File: config.mk
export PLATFORM = sky130hd
export DESIGN_NAME = arith_expression_tokenizer_unit
export DESIGN_NICKNAME = d
export VERILOG_FILES = /design/src/rtl/aet_pkg.sv /design/src/rtl/aet_front.sv /design/src/rtl/aet_queue.sv /design/src/rtl/aet_back.sv /design/src/rtl/arith_expression_tokenizer_unit.sv
export VERILOG_INCLUDE_DIRS = /design/src /design/src/rtl
export SDC_FILE = /design/constraint.sdc
export NUM_CORES = 1
export LEC_CHECK = 0
export BUFFER_PORTS_ARGS = -buffer_cell sky130_fd_sc_hd__buf_2
export CORE_ASPECT_RATIO = 0.7
export CORE_MARGIN = 1
export CORE_UTILIZATION = 35
export DETAILED_ROUTE_END_ITERATION = 7
export SYNTH_ARGS = -nofsm -noshare
export SYNTH_HDL_FRONTEND = slang
export SYNTH_SLANG_ARGS = --single-unit
File: constraint.sdc
create_clock -name clk -period 4.75 [get_ports clk]
set_clock_uncertainty 0.1 [all_clocks]
set_input_delay 0.475 -clock clk [delete_from_list [all_inputs] [get_ports clk]]
set_output_delay 0.475 -clock clk [all_outputs]
set_load 0.01 [all_outputs]
File: src/rtl/arith_expression_tokenizer_unit_assert.svh
// Assertion helpers used by aet_back.
`ifndef ARITH_EXPRESSION_TOKENIZER_UNIT_ASSERT_SVH
`define ARITH_EXPRESSION_TOKENIZER_UNIT_ASSERT_SVH

// same-cycle implication
`define AET_ASSERT_IMP(label, clk, rst, ante, cons, msg) \
  label: assert property (@(posedge clk) disable iff (rst) (ante) |-> (cons)) else $error(msg);

// next-cycle implication
`define AET_ASSERT_NXT(label, clk, rst, ante, cons, msg) \
  label: assert property (@(posedge clk) disable iff (rst) (ante) |=> (cons)) else $error(msg);

`endif

File: src/rtl/aet_pkg.sv
package aet_pkg;

  localparam int MANT_W = 31;
  localparam int FRAC_W = 4;

  localparam logic [FRAC_W-1:0] FRAC_MAX = 4'd15;

  localparam logic [2:0] KIND_INT = 3'd0;
  localparam logic [2:0] KIND_DEC = 3'd1;
  localparam logic [2:0] KIND_ADD = 3'd2;
  localparam logic [2:0] KIND_SUB = 3'd3;
  localparam logic [2:0] KIND_MUL = 3'd4;
  localparam logic [2:0] KIND_DIV = 3'd5;

  localparam logic [7:0] CH_0     = 8'h30;
  localparam logic [7:0] CH_9     = 8'h39;
  localparam logic [7:0] CH_POINT = 8'h2e;
  localparam logic [7:0] CH_SPACE = 8'h20;
  localparam logic [7:0] CH_PLUS  = 8'h2b;
  localparam logic [7:0] CH_MINUS = 8'h2d;
  localparam logic [7:0] CH_STAR  = 8'h2a;
  localparam logic [7:0] CH_SLASH = 8'h2f;

  typedef enum logic [2:0] {
    CLS_DIGIT = 3'd0,
    CLS_POINT = 3'd1,
    CLS_OP    = 3'd2,
    CLS_OTHER = 3'd3,
    CLS_EOT   = 3'd4
  } cls_e;

  typedef struct packed {
    logic [7:0] ch;
    logic       end_of_text;
  } src_t;

  typedef struct packed {
    logic [2:0]        token_kind;
    logic [MANT_W-1:0] mantissa;
    logic [FRAC_W-1:0] fraction_digits;
    logic              overflow;
    logic              last_of_run;
  } tok_t;

  // classified character as it sits in the queue
  typedef struct packed {
    cls_e       cls;
    logic [3:0] digit;
    logic [2:0] op_kind;
  } cls_t;

endpackage

File: src/rtl/aet_front.sv
module aet_front import aet_pkg::*; (
  input  src_t src_word,
  input  logic src_valid,
  output logic src_stall,
  output cls_t push_word,
  output logic push,
  input  logic q_full
);

  logic [7:0] diff;

  assign diff      = src_word.ch - CH_0;
  assign src_stall = q_full;
  assign push      = src_valid && !q_full;

  always_comb begin
    push_word.digit   = diff[3:0];
    push_word.op_kind = KIND_ADD;
    push_word.cls     = CLS_OTHER;
    if (src_word.end_of_text) begin
      push_word.cls = CLS_EOT;
    end else if (src_word.ch >= CH_0 && src_word.ch <= CH_9) begin
      push_word.cls = CLS_DIGIT;
    end else begin
      case (src_word.ch)
        CH_POINT: push_word.cls = CLS_POINT;
        CH_PLUS: begin
          push_word.cls     = CLS_OP;
          push_word.op_kind = KIND_ADD;
        end
        CH_MINUS: begin
          push_word.cls     = CLS_OP;
          push_word.op_kind = KIND_SUB;
        end
        CH_STAR: begin
          push_word.cls     = CLS_OP;
          push_word.op_kind = KIND_MUL;
        end
        CH_SLASH: begin
          push_word.cls     = CLS_OP;
          push_word.op_kind = KIND_DIV;
        end
        CH_SPACE: push_word.cls = CLS_OTHER;
        default:  push_word.cls = CLS_OTHER;
      endcase
    end
  end

endmodule

File: src/rtl/aet_queue.sv
module aet_queue import aet_pkg::*; (
  input  logic clk,
  input  logic rst,
  input  logic push,
  input  cls_t push_word,
  output logic full,
  input  logic pop,
  output cls_t head,
  output logic head_valid
);

  cls_t       slots [2];
  logic       wr_ptr;
  logic       rd_ptr;
  logic [1:0] count;

  assign full       = (count == 2'd2);
  assign head_valid = (count != 2'd0);
  assign head       = slots[rd_ptr];

  always_ff @(posedge clk) begin
    if (rst) begin
      wr_ptr <= 1'b0;
      rd_ptr <= 1'b0;
      count  <= 2'd0;
    end else begin
      if (push) begin
        slots[wr_ptr] <= push_word;
        wr_ptr        <= !wr_ptr;
      end
      if (pop) begin
        rd_ptr <= !rd_ptr;
      end
      case ({push, pop})
        2'b10:   count <= count + 2'd1;
        2'b01:   count <= count - 2'd1;
        default: count <= count;
      endcase
    end
  end

endmodule

File: src/rtl/aet_back.sv
module aet_back import aet_pkg::*; #(
  parameter int MANTISSA_BITS = 31
) (
  input  logic clk,
  input  logic rst,
  input  cls_t q_word,
  input  logic q_valid,
  output logic q_pop,
  output tok_t tok_word,
  output logic tok_valid,
  input  logic tok_stall
);

  `include "arith_expression_tokenizer_unit_assert.svh"

  localparam int MW = MANTISSA_BITS;
  localparam int PW = MW + 4;
  localparam int XW = (MW > MANT_W) ? MW : MANT_W;

  logic              in_number,   in_number_next;
  logic              in_fraction, in_fraction_next;
  logic [MW-1:0]     acc,         acc_next;
  logic [FRAC_W-1:0] frac_cnt,    frac_cnt_next;
  logic              saturated,   saturated_next;
  logic              op_pending;
  logic [2:0]        op_kind;

  logic          emit_ok;
  logic          is_op;
  logic          flush_req;
  logic [PW-1:0] prod;
  logic          acc_ovf;
  logic [XW-1:0] acc_x;
  tok_t          num_tok;
  tok_t          op_tok;
  tok_t          pend_tok;

  assign emit_ok = !tok_valid || !tok_stall;
  assign q_pop   = q_valid && !op_pending && emit_ok;
  assign is_op   = (q_word.cls == CLS_OP);

  // a number ends on anything but a digit or its first point
  assign flush_req = in_number && (q_word.cls == CLS_EOT || q_word.cls == CLS_OTHER ||
                     q_word.cls == CLS_OP || (q_word.cls == CLS_POINT && in_fraction));

  // acc*10 + d as shift-add
  assign prod    = (PW'(acc) << 3) + (PW'(acc) << 1) + PW'(q_word.digit);
  assign acc_ovf = (prod[PW-1:MW] != '0);
  assign acc_x   = XW'(acc);

  always_comb begin
    num_tok.token_kind      = in_fraction ? KIND_DEC : KIND_INT;
    num_tok.mantissa        = acc_x[MANT_W-1:0];
    num_tok.fraction_digits = in_fraction ? frac_cnt : '0;
    num_tok.overflow        = saturated;
    num_tok.last_of_run     = !is_op;

    op_tok.token_kind      = q_word.op_kind;
    op_tok.mantissa        = '0;
    op_tok.fraction_digits = '0;
    op_tok.overflow        = 1'b0;
    op_tok.last_of_run     = 1'b1;

    pend_tok            = op_tok;
    pend_tok.token_kind = op_kind;
  end

  always_comb begin
    in_number_next   = in_number;
    in_fraction_next = in_fraction;
    acc_next         = acc;
    frac_cnt_next    = frac_cnt;
    saturated_next   = saturated;
    case (q_word.cls)
      CLS_DIGIT: begin
        if (!in_number) begin
          in_number_next   = 1'b1;
          in_fraction_next = 1'b0;
          acc_next         = MW'(q_word.digit);
          frac_cnt_next    = '0;
          saturated_next   = 1'b0;
        end else begin
          acc_next       = acc_ovf ? {MW{1'b1}} : prod[MW-1:0];
          saturated_next = saturated || acc_ovf || (in_fraction && frac_cnt == FRAC_MAX);
          if (in_fraction && frac_cnt != FRAC_MAX) begin
            frac_cnt_next = frac_cnt + 4'd1;
          end
        end
      end
      CLS_POINT: begin
        if (in_number && !in_fraction) begin
          in_fraction_next = 1'b1;
        end else begin
          in_number_next   = 1'b0;
          in_fraction_next = 1'b0;
          acc_next         = '0;
          frac_cnt_next    = '0;
          saturated_next   = 1'b0;
        end
      end
      default: begin
        in_number_next   = 1'b0;
        in_fraction_next = 1'b0;
        acc_next         = '0;
        frac_cnt_next    = '0;
        saturated_next   = 1'b0;
      end
    endcase
  end

  always_ff @(posedge clk) begin
    if (rst) begin
      in_number   <= 1'b0;
      in_fraction <= 1'b0;
      acc         <= '0;
      frac_cnt    <= '0;
      saturated   <= 1'b0;
      op_pending  <= 1'b0;
      tok_valid   <= 1'b0;
    end else begin
      if (op_pending && emit_ok) begin
        tok_valid  <= 1'b1;
        tok_word   <= pend_tok;
        op_pending <= 1'b0;
      end else if (q_pop) begin
        in_number   <= in_number_next;
        in_fraction <= in_fraction_next;
        acc         <= acc_next;
        frac_cnt    <= frac_cnt_next;
        saturated   <= saturated_next;
        if (flush_req) begin
          tok_valid  <= 1'b1;
          tok_word   <= num_tok;
          op_pending <= is_op;
          op_kind    <= q_word.op_kind;
        end else if (is_op) begin
          tok_valid <= 1'b1;
          tok_word  <= op_tok;
        end else begin
          tok_valid <= 1'b0;
        end
      end else if (emit_ok) begin
        tok_valid <= 1'b0;
      end
    end
  end

  `AET_ASSERT_IMP(a_pend_out, clk, rst, op_pending, tok_valid,
                  "operator pending without number word on output")
  `AET_ASSERT_IMP(a_nonlast_num, clk, rst, tok_valid && !tok_word.last_of_run,
                  tok_word.token_kind == KIND_INT || tok_word.token_kind == KIND_DEC,
                  "non-final word is not a number")
  `AET_ASSERT_IMP(a_frac_in_num, clk, rst, in_fraction, in_number,
                  "fraction flag outside a number")
  `AET_ASSERT_IMP(a_cnt_in_frac, clk, rst, frac_cnt != '0, in_fraction,
                  "fraction count outside fraction")
  `AET_ASSERT_NXT(a_pend_clears, clk, rst, op_pending && !tok_stall, !op_pending,
                  "operator word not sent when output was free")

endmodule

File: src/rtl/arith_expression_tokenizer_unit.sv
// The character word that ends a token goes into a queue slot; the back end pops it
//   and registers that token on tok_word.
// Throughput: one character per cycle while tok_stall is low; a number ended by an
//   operator makes two tokens, pausing queue pops, so the 2-entry queue may fill.
// Output is registered; tok_stall reaches the queue pop only, not src_stall directly.
// Reset (synchronous, rst high): queue emptied, no token pending, number state cleared.
module arith_expression_tokenizer_unit import aet_pkg::*; #(
  parameter int MANTISSA_BITS = 31
) (
  input  logic clk,
  input  logic rst,
  input  src_t src_word,
  input  logic src_valid,
  output logic src_stall,
  output tok_t tok_word,
  output logic tok_valid,
  input  logic tok_stall
);

  cls_t push_word;
  logic push;
  logic q_full;
  cls_t q_word;
  logic q_valid;
  logic q_pop;

  aet_front u_front (
    .src_word  (src_word),
    .src_valid (src_valid),
    .src_stall (src_stall),
    .push_word (push_word),
    .push      (push),
    .q_full    (q_full)
  );

  aet_queue u_queue (
    .clk        (clk),
    .rst        (rst),
    .push       (push),
    .push_word  (push_word),
    .full       (q_full),
    .pop        (q_pop),
    .head       (q_word),
    .head_valid (q_valid)
  );

  aet_back #(
    .MANTISSA_BITS (MANTISSA_BITS)
  ) u_back (
    .clk       (clk),
    .rst       (rst),
    .q_word    (q_word),
    .q_valid   (q_valid),
    .q_pop     (q_pop),
    .tok_word  (tok_word),
    .tok_valid (tok_valid),
    .tok_stall (tok_stall)
  );

endmodule

== Word level (Yosys, flattened, before mapping) ==
Memories as Yosys holds them, arrays and structs flattened. A register that Yosys moved wholly into a read port is not among the register bits.
Cells that the tools add are included.
Operators by class
  add/sub/neg operators: 6
  order comparisons: 2
  eq/ne operators: 17
  muxes and demuxes: 38
  bitwise gates (word level): 2
  reductions and logical operators: 39
Operator list (number)
  $mux W40: 4
  $mux W31: 3
  $pmux W31 S2: 1
  $eq A8 B6 Y1 const B: 5
  $add A34 B32 Y35: 1
  $add A35 B4 Y35: 1
  $mux W4: 4
  $mux W1: 15
  $mux W3: 4
  $logic_and A1 B1 Y1: 10
  $pmux W3 S3: 1
  $reduce_and A3 Y1: 3
  $ge A8 B6 Y1 const B: 1
  $le A8 B6 Y1 const B: 1
  $logic_not A1 Y1: 8
  $pmux W2 S2: 2
  $pmux W4 S2: 1
  $reduce_and A4 Y1: 2
  $eq A3 B2 Y1 const B: 2
  $logic_or A1 B1 Y1: 6
  $pmux W1 S2: 3
  $reduce_bool A2 Y1: 3
  $reduce_bool A3 Y1: 2
  $add A4 B1 Y4 const B: 1
  other kinds (17): 20
Word-level totals
  bits in registers: 87
  bits in writable memories: 20
  input port bits: 13
  output and inout port bits: 42
  logic and storage cells: 121
  memories kept: 1
Memory list
  u_queue.slots: words 2, width 10, read ports 1, clocked after memory_dff 1, wr ports 1, line aet_queue.sv:12  | cls_t slots [2];

== Longest topological paths before layout ==
  depth in word-level cells: 8
  depth in mapped cells: 14

== Modules after synthesis ==
A second synthesis with hierarchy kept.
Second synthesis, totals
  cells, all modules: 604
  area, all modules: 6356.1 sq um
By module, submodules not included
  aet_back: times used 1, cells each 529, area each 5267.6 sq um, sequential area each 2092.0 sq um
  aet_queue: times used 1, cells each 53, area each 928.4 sq um, sequential area each 700.7 sq um
  aet_front: times used 1, cells each 22, area each 160.2 sq um, sequential area each 0.0 sq um

== Least setup slack after synthesis ==
Ideal clock, no wire load.
  kind: reg-to-reg
  start: register with a tool-made name
  end: register u_back.acc[16]
  setup time: 0.132 ns
  arrival: 4.000 ns
  required time: 4.518 ns
  path slack: 0.517 ns
  stages on the path, launching flop included: 14
  buffers on the path: 2
  clock period less this slack: 4.233 ns
  path through: dfxtp_1 buf_1 mux2_2 fa_1 fa_1 a21o_1 a221oi_1 a21oi_1 a21oi_1 or4_1 nand2_2 clkbuf_1 o41ai_1 a21oi_1
RTL lines
  to (signal assigned): line aet_back.sv:128  | acc <= acc_next;
  to (decl): line aet_back.sv:22  | logic [MW-1:0] acc, acc_next;

==> flow_results.xml <==
<?xml version="1.0" encoding="UTF-8"?>
<metrics>
  <group name="routing">
    <metric name="route.antenna.remaining_nets" unit="">0</metric>
    <metric name="routed_wirelength" unit="µm">16340</metric>
    <metric name="drt_iter0_markers" unit="">466</metric>
    <metric name="detail_route.wl_per_cell" unit="µm">17.10</metric>
    <metric name="drt-pass1-iter-count" unit="">8</metric>
    <metric name="remaining_drc_errors" unit="">6</metric>
    <metric name="route.vias.total" unit="">5275</metric>
    <metric name="vias_per_cell" unit="">5.518</metric>
  </group>
  <group name="hold_path">
    <metric name="min-delay-start" unit="">src_word[0]</metric>
    <metric name="hold_depth" unit="">1</metric>
    <metric name="hold_path_class" unit="">in -&gt; reg</metric>
    <metric name="worst_hold_path.endpoint" unit="">u_queue.slots[0][9]$_DFFE_PP_</metric>
  </group>
  <group name="layout">
    <metric name="final_area" unit="µm²">7452</metric>
    <metric name="multi_input_area" unit="µm²">3726</metric>
    <metric name="finish.net_count" unit="">793</metric>
    <metric name="drive_above_1_share" unit="%">15.00</metric>
    <metric name="layout.area.seq" unit="µm²">2793</metric>
    <metric name="final_cell_count_no_fill" unit="">956</metric>
    <metric name="insertedDiodeCount" unit="">0</metric>
    <metric name="flow.area_growth_from_synthesis" unit="%">12.23</metric>
    <metric name="fillers" unit="">1783</metric>
    <metric name="commonest_cells_after_routing_fill_and_taps_aside" unit="">sky130_fd_sc_hd__ha_1, sky130_fd_sc_hd__edfxtp_1, sky130_fd_sc_hd__a21oi_1, sky130_fd_sc_hd__nand2_1, sky130_fd_sc_hd__buf_2</metric>
  </group>
  <group name="critical_path">
    <metric name="critical-path-slowest-cell" unit="">sky130_fd_sc_hd__nor4_1</metric>
    <metric name="crit_buf_inv" unit="">0</metric>
    <metric name="cp_cell_sequence" unit="">mux2_2, fa_1, fa_1, a21o_1, a221oi_1, a21oi_1, a21oi_1, or4_1, nand2_2, nor4_1, o21ai_1</metric>
    <metric name="timing.critical_path.slowest_cell_delay" unit="ns">0.57</metric>
    <metric name="worst-endpoint-required" unit="ns">4.88</metric>
    <metric name="worst_path_class_setup" unit="">reg -&gt; reg</metric>
    <metric name="reg2reg_slack" unit="ns">0.50</metric>
    <metric name="rr_endpoint" unit="">u_back.acc[22]$_SDFFE_PP0P_</metric>
    <metric name="ff2ff_path_depth" unit="">11</metric>
    <metric name="delay_heaviest_family_cp" unit="">compound AO/OA/AOI/OAI gates</metric>
    <metric name="timing.critical_path.to_type" unit="">register</metric>
    <metric name="element_type_at_the_critical_path_start" unit="">register</metric>
    <metric name="critical_path.max_fanout" unit="">17</metric>
    <metric name="critical_path_arrival" unit="ns">4.38</metric>
  </group>
  <group name="die">
    <metric name="floorplan.rows" unit="">41</metric>
    <metric name="num_io_pins" unit="">55</metric>
    <metric name="die_width" unit="µm">166.6</metric>
    <metric name="floorplan.initialDensity" unit="%">36.26</metric>
    <metric name="floorplan.die.height" unit="µm">117.2</metric>
    <metric name="core" unit="µm²">18310</metric>
    <metric name="die-area" unit="µm²">19540</metric>
  </group>
  <group name="synthesis">
    <metric name="ys_ff_latch" unit="">108</metric>
    <metric name="syn_nets" unit="">749</metric>
    <metric name="asyncSetResetFlopFracSynth" unit="%">0</metric>
    <metric name="synth_edf_count" unit="">63</metric>
    <metric name="synth-seq-area-share" unit="%">42.06</metric>
    <metric name="postSynth.topFlopCell" unit="">sky130_fd_sc_hd__edfxtp_1</metric>
    <metric name="syn-instance-count" unit="">671</metric>
    <metric name="post_synth_instance_area" unit="µm²">6640</metric>
    <metric name="synth.lib_cells_used.distinct" unit="">67</metric>
    <metric name="synth-warning-count" unit="">0</metric>
    <metric name="post_synthesis_area_per_instance" unit="µm²">9.896</metric>
  </group>
  <group name="sta">
    <metric name="max_clock_freq" unit="MHz">235.2</metric>
    <metric name="setup_total_negative_slack" unit="ns">0</metric>
    <metric name="finalCriticalPeriod" unit="ns">4.252</metric>
    <metric name="rsz0062_at_grt" unit="">false</metric>
    <metric name="final_min_period_over_clock_period" unit="%">89.51</metric>
    <metric name="max_transition_viols_final" unit="">0</metric>
    <metric name="worst_slew_margin_rel" unit="%">20.74</metric>
    <metric name="finalSetupViolations" unit="">0</metric>
    <metric name="tightestPinTransition" unit="ns">1.188</metric>
    <metric name="hold_viol" unit="">0</metric>
  </group>
  <group name="clocking">
    <metric name="cts.repair_timing.setup_buffer_count" unit="">0</metric>
    <metric name="clock-root-buffer" unit="">sky130_fd_sc_hd__clkbuf_16</metric>
    <metric name="cts.hold.buffers_added" unit="">0</metric>
    <metric name="source_to_sink_clock_delay_at_the_later_pin_of_the_worst_skew_pair" unit="ns">0.35</metric>
    <metric name="sinks_on_clock_net" unit="">108</metric>
    <metric name="cts-resized-gates" unit="">0</metric>
    <metric name="cts.reportedPaths.clkPinSlew" unit="ns">0.07</metric>
    <metric name="tritoncts" unit="">built</metric>
    <metric name="clock_tree.buffer_depth" unit="">2</metric>
    <metric name="ctsHtreeMaxLevel" unit="">3</metric>
    <metric name="cts_made_buffers" unit="">9</metric>
  </group>
  <group name="place">
    <metric name="placed_cells_incl_taps" unit="">940</metric>
    <metric name="gp_congestion" unit="">0.9107</metric>
    <metric name="post_dp_cell_area" unit="µm²">7163</metric>
    <metric name="place.detailed.hpwl" unit="µm">12580</metric>
    <metric name="port_buffers" unit="">54</metric>
  </group>
  <group name="pwr">
    <metric name="total_leakage_power" unit="µW">0.003170</metric>
    <metric name="worst_ir_drop_vdd" unit="mV">0.1691</metric>
    <metric name="pwr_density_cell" unit="nW/µm²">286.4</metric>
  </group>
  <group name="outcome">
    <metric name="status" unit="">complete, but fails checks</metric>
    <metric name="failed_checks" unit="">DRC</metric>
  </group>
  <group name="grt">
    <metric name="grt_first_pass_wirelength" unit="µm">26050</metric>
    <metric name="global_route.usage.total" unit="%">17.50</metric>
    <metric name="grt_start_max_net_pins" unit="">37</metric>
    <metric name="antenna_found_initial" unit="">0</metric>
    <metric name="aggregate_global_routing_overflow" unit="">0</metric>
    <metric name="grt_pass1_vias" unit="">4596</metric>
  </group>
  <group name="flow_run">
    <metric name="timing.max_cap.violations" unit="">0</metric>
  </group>
</metrics>
-- cell usage after synthesis (all sizes together), types with 3 or more instances --
master	count	area share (%)
nand4	9	0.85
o211ai	8	0.90
edfxtp	63	28
o41ai	7	0.92
ha	63	12
nand3	11	0.83
a22oi	6	0.68
and3	15	1.4
a31oi	4	0.38
inv	7	0.40
and2	36	3.4
a21o	13	1.5
a21oi	59	4.4
xnor2	12	1.7
a211oi	8	0.98
o21bai	3	0.34
nor4	12	1.1
nor3	11	1.0
nor2	43	2.4
o21ai	40	3.0
mux2i	4	0.60
o22ai	3	0.49
o21a	9	1.0
or2	7	0.66
nand2b	5	0.47
nand2	57	3.3
mux2	10	1.7
dfxtp	45	14
o31ai	4	0.66
nand4b	3	0.40
a31o	4	0.53
buf	3	0.30
a311oi	5	0.66
or3	3	0.28
xor2	17	2.2
a221oi	5	0.85
nor2b	7	0.66
clkbuf	25	1.4
-- worst max-delay path by stage --
| stage | from | end | slack, ns | cells after the start |
|---|---|---|---|---|
| 2_1_floorplan | register | u_back.acc[16]$_SDFFE_PP0P_ | 0.52 | 13 |
| 5_1_grt | register | u_back.acc[0]$_SDFFE_PP0P_ | 0.21 | 11 |
| 3_3_place_gp | register | u_back.acc[26]$_SDFFE_PP0P_ | 0.63 | 11 |
| 6_report | register | u_back.acc[22]$_SDFFE_PP0P_ | 0.50 | 11 |
| 4_1_cts | register | u_back.acc[14]$_SDFFE_PP0P_ | 0.51 | 11 |
| 3_5_place_dp | register | u_back.acc[14]$_SDFFE_PP0P_ | 0.52 | 11 |
-- power by group --
group | internal (µW) | total, µW | switching [µW]
sequential | 1040 | 1080 | 38.0
clock | 365 | 726 | 361
combinational | 128 | 328 | 200
total | 1540 | 2130 | 599
-- final cells by class --
cell class / instances / area share [%]
multi-input cells: 528 / 50.00
repair buffers: 61 / 4.332
clock inverters: 7 / 0.8563
flip-flops and latches: 108 / 37.47
well taps: 236 / 3.962
clock buffers: 9 / 3.022
inverters: 7 / 0.3526
-- stage by stage --
stage | hold slack (ns) | setup WS [ns] | power, µW | utilization (%)
after floorplan | 0.3578 | 0.5174 | 1327 | -
after global placement | 0.3883 | 0.6264 | 1427 | 39.11
after detailed placement | 0.3896 | 0.5158 | 1426 | 39.11
after CTS | 0.2235 | 0.5102 | 2154 | 40.69
after global routing | 0.2228 | 0.2060 | 2239 | 40.69
final | 0.2360 | 0.4981 | 2135 | 40.69
-- state kept, by name (all words and copies together) (netlist names), named ones only --
name	count
u_back.acc	31
u_back.frac_cnt	4
u_back.in_fraction	1
u_back.in_number	1
u_back.op_kind	3
u_back.op_pending	1
u_back.saturated	1
u_back.tok_valid	1
u_back.tok_word	40
u_queue.count	2
u_queue.rd_ptr	1
u_queue.slots	20
u_queue.wr_ptr	1
-- routing by layer --
layer | vias up | wire (µm) | global-route usage (%)
met5 | - | 0 | 0
li1 | 2628 | - | -
met2 | 176 | 6001 | 22.94
met1 | 2465 | 8930 | 27.53
met3 | 6 | 1324 | 4.842
met4 | 0 | 86 | 3.765
-- cell families (layout without fill, tap and decap cells) --
| logic type | Yosys count | in the layout | synth area share [%] |
|---|---|---|---|
| simple gates | 227 | 227 | 17.73 |
| flops | 108 | 108 | 42.06 |
| buf+inv | 35 | 84 | 2.110 |
| xor+xnor | 29 | 29 | 3.938 |
| fa+ha+maj | 65 | 65 | 12.47 |
| compound gates | 193 | 193 | 19.39 |
| mux | 14 | 14 | 2.299 |
Note: power is estimated with default switching activity, not from simulation.
